`src/rlicd_pkg.sv`:
```
// ---------------------------------------------------------------------------
// rlicd_pkg: run-length image chunk decoder package
// Item types, phase and status codes, and chunk constants.
// ---------------------------------------------------------------------------
package rlicd_pkg;

	// signature chunk bytes
	localparam logic [7:0] SIG_B0 = 8'h89;
	localparam logic [7:0] SIG_B1 = 8'h5A;
	localparam logic [7:0] SIG_B2 = 8'h50;
	localparam logic [7:0] SIG_B3 = 8'h49;
	localparam logic [7:0] SIG_B4 = 8'h46;
	localparam logic [7:0] SIG_B5 = 8'h0A;

	// parameter tags and closing mark
	localparam logic [7:0] TAG_WIDTH  = 8'h77;
	localparam logic [7:0] TAG_HEIGHT = 8'h68;
	localparam logic [7:0] END_MARK   = 8'hFF;

	localparam logic MODE_CHUNK = 1'b0;
	localparam logic MODE_PIXEL = 1'b1;

	typedef enum logic [2:0] {
		PH_SIG   = 3'd0,
		PH_PARAM = 3'd1,
		PH_PIXEL = 3'd2,
		PH_ENDED = 3'd3,
		PH_ERROR = 3'd4
	} phase_t;

	typedef enum logic [2:0] {
		ST_OK        = 3'd0,
		ST_BAD_MAGIC = 3'd1,
		ST_ZERO_DIM  = 3'd2,
		ST_ENDED     = 3'd3,
		ST_PENDING   = 3'd4,
		ST_IGNORED   = 3'd5
	} status_t;

	typedef struct packed {
		logic       mode;
		logic [7:0] byte0;
		logic [7:0] byte1;
		logic [7:0] byte2;
		logic [7:0] byte3;
		logic [7:0] byte4;
		logic [7:0] byte5;
	} req_t;

	typedef struct packed {
		logic [2:0]  status;
		logic        pixel_valid;
		logic [31:0] pix_x;
		logic [31:0] pix_y;
		logic [7:0]  red;
		logic [7:0]  green;
		logic [7:0]  blue;
		logic [7:0]  alpha;
		logic        run_last;
		logic        out_of_frame;
	} res_t;

endpackage

```
`src/run_length_image_chunk_decoder.sv`:
```
// ---------------------------------------------------------------------------
// run_length_image_chunk_decoder: six-byte chunk stream to RGBA pixels
// Parses signature, frame size and run chunks, then hands out pixels.
// ---------------------------------------------------------------------------
// Usage:
//  - req channel (req_valid/req_ready/req): one item is either a six-byte
//    chunk (mode 0) or a request for the next pixel of the pending run
//    (mode 1).
//  - res channel (res_valid/res_ready/res): exactly one result item per
//    request item, in order. status reports chunk handling; pixel_valid
//    marks an item carrying a pixel with its x/y and colour.
//  - Results are registered: the request register (_s1), then the decode and
//    state update that writes the result register.
//  - Throughput is one item per cycle while the receiver takes results; the
//    decoder state is read and written combinationally between the two
//    registers, so dependent items follow each other without bubbles.
//  - A stalled receiver holds the result register; the request register
//    still takes one more item, after which req_ready drops.
//  - Reset (arst_n low) empties both registers and returns the decoder to
//    waiting for the signature with zero frame size and no run pending.
// ---------------------------------------------------------------------------
module run_length_image_chunk_decoder
	import rlicd_pkg::*;
(
	input  logic clk,
	input  logic arst_n,

	input  logic req_valid,
	output logic req_ready,
	input  req_t req,

	output logic res_valid,
	input  logic res_ready,
	output res_t res
);

	// request stage
	logic v_s1;
	req_t item_s1;

	// result register
	logic res_valid_q;
	res_t res_q;

	// decoder state
	phase_t      phase_q, phase_d;
	logic [31:0] width_q, width_d;
	logic [31:0] height_q, height_d;
	logic [31:0] col_q, col_d;
	logic [31:0] row_q, row_d;
	logic [15:0] run_left_q, run_left_d;
	logic [31:0] run_color_q, run_color_d;

	logic adv;
	res_t res_d;

	// stage 1 moves into the result register when that is free or drained
	assign adv       = v_s1 && (!res_valid_q || res_ready);
	assign req_ready = !v_s1 || adv;
	assign res_valid = res_valid_q;
	assign res       = res_q;

	// chunk classification
	logic        all_zero, sig_match, close_mark, run_pending, pix_go, col_wrap;
	logic [31:0] be32, col_inc;

	assign all_zero = ({item_s1.byte0, item_s1.byte1, item_s1.byte2,
			item_s1.byte3, item_s1.byte4, item_s1.byte5} == 48'd0);
	assign sig_match = item_s1.byte0 == SIG_B0 && item_s1.byte1 == SIG_B1 &&
			item_s1.byte2 == SIG_B2 && item_s1.byte3 == SIG_B3 &&
			item_s1.byte4 == SIG_B4 && item_s1.byte5 == SIG_B5;
	assign close_mark = item_s1.byte0 == 8'd0 && item_s1.byte1 == 8'd0 &&
			item_s1.byte2 == END_MARK && item_s1.byte3 == END_MARK &&
			item_s1.byte4 == END_MARK && item_s1.byte5 == END_MARK;
	assign be32 = {item_s1.byte1, item_s1.byte2, item_s1.byte3, item_s1.byte4};
	assign run_pending = run_left_q != 16'd0;
	assign pix_go = item_s1.mode == MODE_PIXEL && phase_q == PH_PIXEL && run_pending;
	assign col_inc  = col_q + 32'd1;
	assign col_wrap = col_inc >= width_q;

	// next phase
	always_comb begin
		phase_d = phase_q;
		if (item_s1.mode == MODE_CHUNK) begin
			unique case (phase_q)
				PH_SIG: begin
					phase_d = sig_match ? PH_PARAM : PH_ERROR;
				end
				PH_PARAM: begin
					if (close_mark) begin
						phase_d = (width_q == 32'd0 || height_q == 32'd0) ?
								PH_ERROR : PH_PIXEL;
					end
				end
				PH_PIXEL: begin
					if (!run_pending && all_zero) begin
						phase_d = PH_ENDED;
					end
				end
				default: begin
					phase_d = phase_q;
				end
			endcase
		end
	end

	// result and datapath state
	always_comb begin
		res_d       = '0;
		width_d     = width_q;
		height_d    = height_q;
		col_d       = col_q;
		row_d       = row_q;
		run_left_d  = run_left_q;
		run_color_d = run_color_q;
		res_d.status = ST_OK;
		if (item_s1.mode == MODE_CHUNK) begin
			unique case (phase_q)
				PH_SIG: begin
					res_d.status = sig_match ? ST_OK : ST_BAD_MAGIC;
				end
				PH_PARAM: begin
					if (close_mark) begin
						if (width_q == 32'd0 || height_q == 32'd0) begin
							res_d.status = ST_ZERO_DIM;
						end else begin
							col_d      = '0;
							row_d      = '0;
							run_left_d = '0;
						end
					end else if (item_s1.byte0 == TAG_WIDTH) begin
						width_d = be32;
					end else if (item_s1.byte0 == TAG_HEIGHT) begin
						height_d = be32;
					end
				end
				PH_PIXEL: begin
					if (run_pending) begin
						res_d.status = ST_PENDING;
					end else if (all_zero) begin
						res_d.status = ST_ENDED;
					end else begin
						run_left_d  = {item_s1.byte0, item_s1.byte1};
						run_color_d = {item_s1.byte2, item_s1.byte3,
								item_s1.byte4, item_s1.byte5};
					end
				end
				default: begin
					res_d.status = ST_IGNORED;
				end
			endcase
		end else if (phase_q == PH_ENDED || phase_q == PH_ERROR) begin
			res_d.status = ST_IGNORED;
		end else if (pix_go) begin
			res_d.pixel_valid  = 1'b1;
			res_d.pix_x        = col_q;
			res_d.pix_y        = row_q;
			res_d.red          = run_color_q[31:24];
			res_d.green        = run_color_q[23:16];
			res_d.blue         = run_color_q[15:8];
			res_d.alpha        = run_color_q[7:0];
			res_d.run_last     = run_left_q == 16'd1;
			res_d.out_of_frame = row_q >= height_q;
			run_left_d = run_left_q - 16'd1;
			if (col_wrap) begin
				col_d = '0;
				row_d = row_q + 32'd1;
			end else begin
				col_d = col_inc;
			end
		end
	end

	// control registers
	always_ff @(posedge clk or negedge arst_n) begin
		if (!arst_n) begin
			v_s1        <= 1'b0;
			res_valid_q <= 1'b0;
			phase_q     <= PH_SIG;
			width_q     <= '0;
			height_q    <= '0;
			col_q       <= '0;
			row_q       <= '0;
			run_left_q  <= '0;
			run_color_q <= '0;
		end else begin
			if (req_ready) begin
				v_s1 <= req_valid;
			end
			if (adv) begin
				res_valid_q <= 1'b1;
			end else if (res_ready) begin
				res_valid_q <= 1'b0;
			end
			if (adv) begin
				phase_q     <= phase_d;
				width_q     <= width_d;
				height_q    <= height_d;
				col_q       <= col_d;
				row_q       <= row_d;
				run_left_q  <= run_left_d;
				run_color_q <= run_color_d;
			end
		end
	end

	// payload registers
	always_ff @(posedge clk) begin
		if (req_valid && req_ready) begin
			item_s1 <= req;
		end
		if (adv) begin
			res_q <= res_d;
		end
	end

	// a run is only ever pending in the pixel phase
	a_run_in_pixel: assert property (@(posedge clk) disable iff (!arst_n)
		run_left_q != 16'd0 |-> phase_q == PH_PIXEL)
		else $error("run pending outside pixel phase");

	// ended and error phases are terminal
	a_terminal: assert property (@(posedge clk) disable iff (!arst_n)
		(phase_q == PH_ENDED || phase_q == PH_ERROR) |=> $stable(phase_q))
		else $error("left a terminal phase");

	// a pixel item always reports ok
	a_pix_ok: assert property (@(posedge clk) disable iff (!arst_n)
		res_valid && res.pixel_valid |-> res.status == ST_OK)
		else $error("pixel with non-ok status");

	// items without a pixel carry zero pixel fields
	a_nopix_zero: assert property (@(posedge clk) disable iff (!arst_n)
		res_valid && !res.pixel_valid |-> res.pix_x == 32'd0 &&
			res.pix_y == 32'd0 && !res.run_last && !res.out_of_frame)
		else $error("stale pixel fields");

	// each pixel step decrements the run count by exactly one
	a_run_step: assert property (@(posedge clk) disable iff (!arst_n)
		adv && pix_go |=> run_left_q == $past(run_left_q) - 16'd1)
		else $error("run count did not step");

endmodule
```
`config.mk`:
```
export PLATFORM = sky130hd
export DESIGN_NAME = run_length_image_chunk_decoder
export DESIGN_NICKNAME = d
export VERILOG_FILES = /design/src/rlicd_pkg.sv /design/src/run_length_image_chunk_decoder.sv
export SDC_FILE = /design/constraint.sdc
export NUM_CORES = 1
export LEC_CHECK = 0
export ABC_AREA = 0
export ABC_CLOCK_PERIOD_IN_PS = 4350
export BUFFER_PORTS_ARGS = -buffer_cell sky130_fd_sc_hd__buf_2
export CELL_PAD_IN_SITES_DETAIL_PLACEMENT = 0
export CELL_PAD_IN_SITES_GLOBAL_PLACEMENT = 1
export CORE_UTILIZATION = 43
export DETAILED_ROUTE_END_ITERATION = 10
export PLACE_DENSITY_LB_ADDON = 0.05
export SLEW_MARGIN = 30
export SYNTH_ARGS = -nofsm -noshare
export SYNTH_HDL_FRONTEND = slang
export SYNTH_SLANG_ARGS = --single-unit
```
`constraint.sdc`:
```
create_clock -name clk -period 4.35 [get_ports clk]
set_input_delay 0.87 -clock clk [delete_from_list [all_inputs] [get_ports clk]]
set_output_delay 0.87 -clock clk [all_outputs]
set_load 0.1 [all_outputs]
```
==> reports/metrics.cfg <==
[global_route]
gr-total-overflow=0
grt_first_pass_wirelength_um=66900
grt_start_max_net_pins=91
track_usage=0.230
antenna_found_initial=2
grt_pass1_vias=11500

[logic_synthesis]
syn_nets=1547
yosysMostFrequentCell=dfrtp_1
synth_ff_type=dfrtp_1
synth_top_cell_area_share=0.286
synth_area_um2=15800
async_flop_share=0.545
yosysSeqAreaShare=0.572
yosys_warnings=0
ys_seq_elements=332
synth_area_leaders=edfxtp_1, dfrtp_1, ha_1
netlist_top_cells_count=dfrtp_1, nand2_1, edfxtp_1, and2_1, inv_1
ys_types=72
yosysTopAreaCell=edfxtp_1
syn_avg_cell_area_um2=11.1
synth_cells=1426
synth-edff-count=151

[final_layout]
fill_cells=3274
final_area_um2=18600
drive_gt1_frac=0.176
nets=1722
areaGrowthSynthToFinish_pct=17.7
num_antenna_cells=0
fin_cells=2093

[timing]
worst_slew_pin_slew_ps=800
rsz0062_at_grt=false
whs_ps=361
fmax_mhz=244
fin_ws_ps=245
setup_violations=0
slew_headroom=0.466
post-route-min-period_ps=4100
drv_slew=0
clock-skew-final_ps=25.1
final_hold_viol_count=0
finalCritPeriodShare=0.944

[clock_network]
htreeDepth=2
clock_path_buffers=3
clkLatencyLatePin_ps=560
path_clk_slew_ps=60
root_buffer=clkbuf_16
numCtsBuffers=39
clkSinkCount=332
cts_tree=done
cts_hold_buf=0

[placement]
gp_congestion=0.833
dp_hpwl_um=29500
numPortBuffers=156
placed_cells=2018
dpl_worst_slack_ps=-82.7
placed_cell_area_um2=17300

[critical_path]
critPathTopFamily=simple AND/OR/NAND/NOR gates
critPathLaunchType=flip-flop
cp_num_buf_inv=2
r2r_end=col_q[13]
r2r_start=col_q[9]
crit_type=reg -> reg
slowest_stage=nor4_4
r2r.worst_path.cells=16
cp_cell_sequence=nand4_1, nor4_4, and3_2, nand2_1, or3_1, nand2_1, ha_1, nand4_1, nor3_1, a2111oi_0, o21ai_1, or2_4, buf_4, nor2_2, buf_6, a22o_1
worstPathRequired_ps=4820
critPathMaxFanout=8
cp.arrival_ps=4580
r2r_setup_slack_ps=250
cpPeakStageDelay_ps=430
endpoint_kind=flip-flop

[floorplan]
rows=69
die_h_um=194
io_pins=157
die_w_um=194
start_util=0.441
die-area_um2=37600
core_um2=35900

[power]
irDropWorstVdd_v=0.000306
power_density_nw_per_um2=398
leakagePower_nw=8.36

[detailed_routing]
wirelength_um=42800
viasPerCell=5.53
ant_nets=0
vias=11600
drtIter0Drc=826
drc=0
firstDrtPassIters=5
wl_per_cell_um=20.4

[hold_path]
hold_path_class=in -> async

[outcome]
status=finished, final reports clean

[job]
max-cap-violations=0

layout by cell type (no fill, tap or decap), drive strengths merged, types with 9 or more instances in the layout:
master and n:
mux2 35, nor3 23, o31ai 16, nand2 154, nand3 27, xor2 11, a22o 18, nand2b 14
and3 20, a21o 9, buf 199, clkbuf 57, o21ai 105, edfxtp 151, clkinv 12, xnor2 18
a31oi 55, and2 95, nor2 55, ha 68, dfrtp 181, a21oi 30, nand4 43, nor4 37
inv 89
how the worst max path moves through the flow:
| stage | end | slack [ps] | from | cells past startpoint |
|---|---|---|---|---|
| floorplan | col_q[12] | 170 | col_q[0] | 20 |
| global route | col_q[13] | 10 | col_q[0] | 18 |
| finish | col_q[13] | 250 | col_q[9] | 16 |
| CTS | col_q[19] | 50 | col_q[2] | 14 |
| global placement | col_q[29] | 5 | col_q[1] | 16 |
| detailed placement | col_q[19] | -80 | col_q[1] | 16 |
power by group:
group	switching [mW]	leakage, nW	internal (mW)	total, mW
logic	0.627	4.14	0.140	0.767
clock network	1.34	0.590	1.81	3.14
registers	0.0941	3.63	3.41	3.50
logic make-up after synthesis:
kind of cell / after synthesis / synth area share
buffers and inverters: 154 / 0.0380
adders and majority gates: 68 / 0.0537
AOI/OAI and AO/OA: 301 / 0.125
xor gates and xnor gates: 29 / 0.0160
muxes: 38 / 0.0268
and+or+nand+nor: 504 / 0.168
DFF: 332 / 0.572
flip-flops by register name (all words and copies together) (netlist names):
signal,flops
run_color_q,32
res,102
row_q,32
run_left_q,16
be32,32
v_s1,1
phase_q,3
item_s1,17
width_q,32
col_q,32
height_q,32
res_valid,1
through the flow:
step	utilization	power (mW)	TNS [ps]
CTS	0.517	7.48	0
global placement	0.482	4.32	0
global route	0.519	7.66	0
detailed placement	0.483	4.33	-742
finish	0.519	7.41	0
floorplan	-	4.09	0
cell type report:
| cell class | instances | area, um2 | share of cell area |
|---|---|---|---|
| multi-input combinational | 940 | 6240 | 0.335 |
| timing repair buffer | 200 | 1190 | 0.0639 |
| inverter | 88 | 333 | 0.0179 |
| clock buffer | 56 | 1080 | 0.0580 |
| sequential | 332 | 9060 | 0.486 |
| clock inverter | 16 | 145 | 0.00779 |
| tap | 461 | 577 | 0.0310 |
metal layers:
layer / up-vias / wire [um] / GRT usage
li1: 5577 / - / -
met1: 5612 / 21500 / 0.351
met2: 325 / 18300 / 0.340
met3: 59 / 2230 / 0.0369
met4: 4 / 724 / 0.0550
met5: - / 23 / 0
repair_timing:
action | 4_1_cts | 5_1_grt
setup endpoints to repair | 20 | 62
resized for setup | 4 | 8
buffers inserted | 0 | 3
pin swaps | 0 | 4
Note: power is estimated with default switching activity, not from simulation.
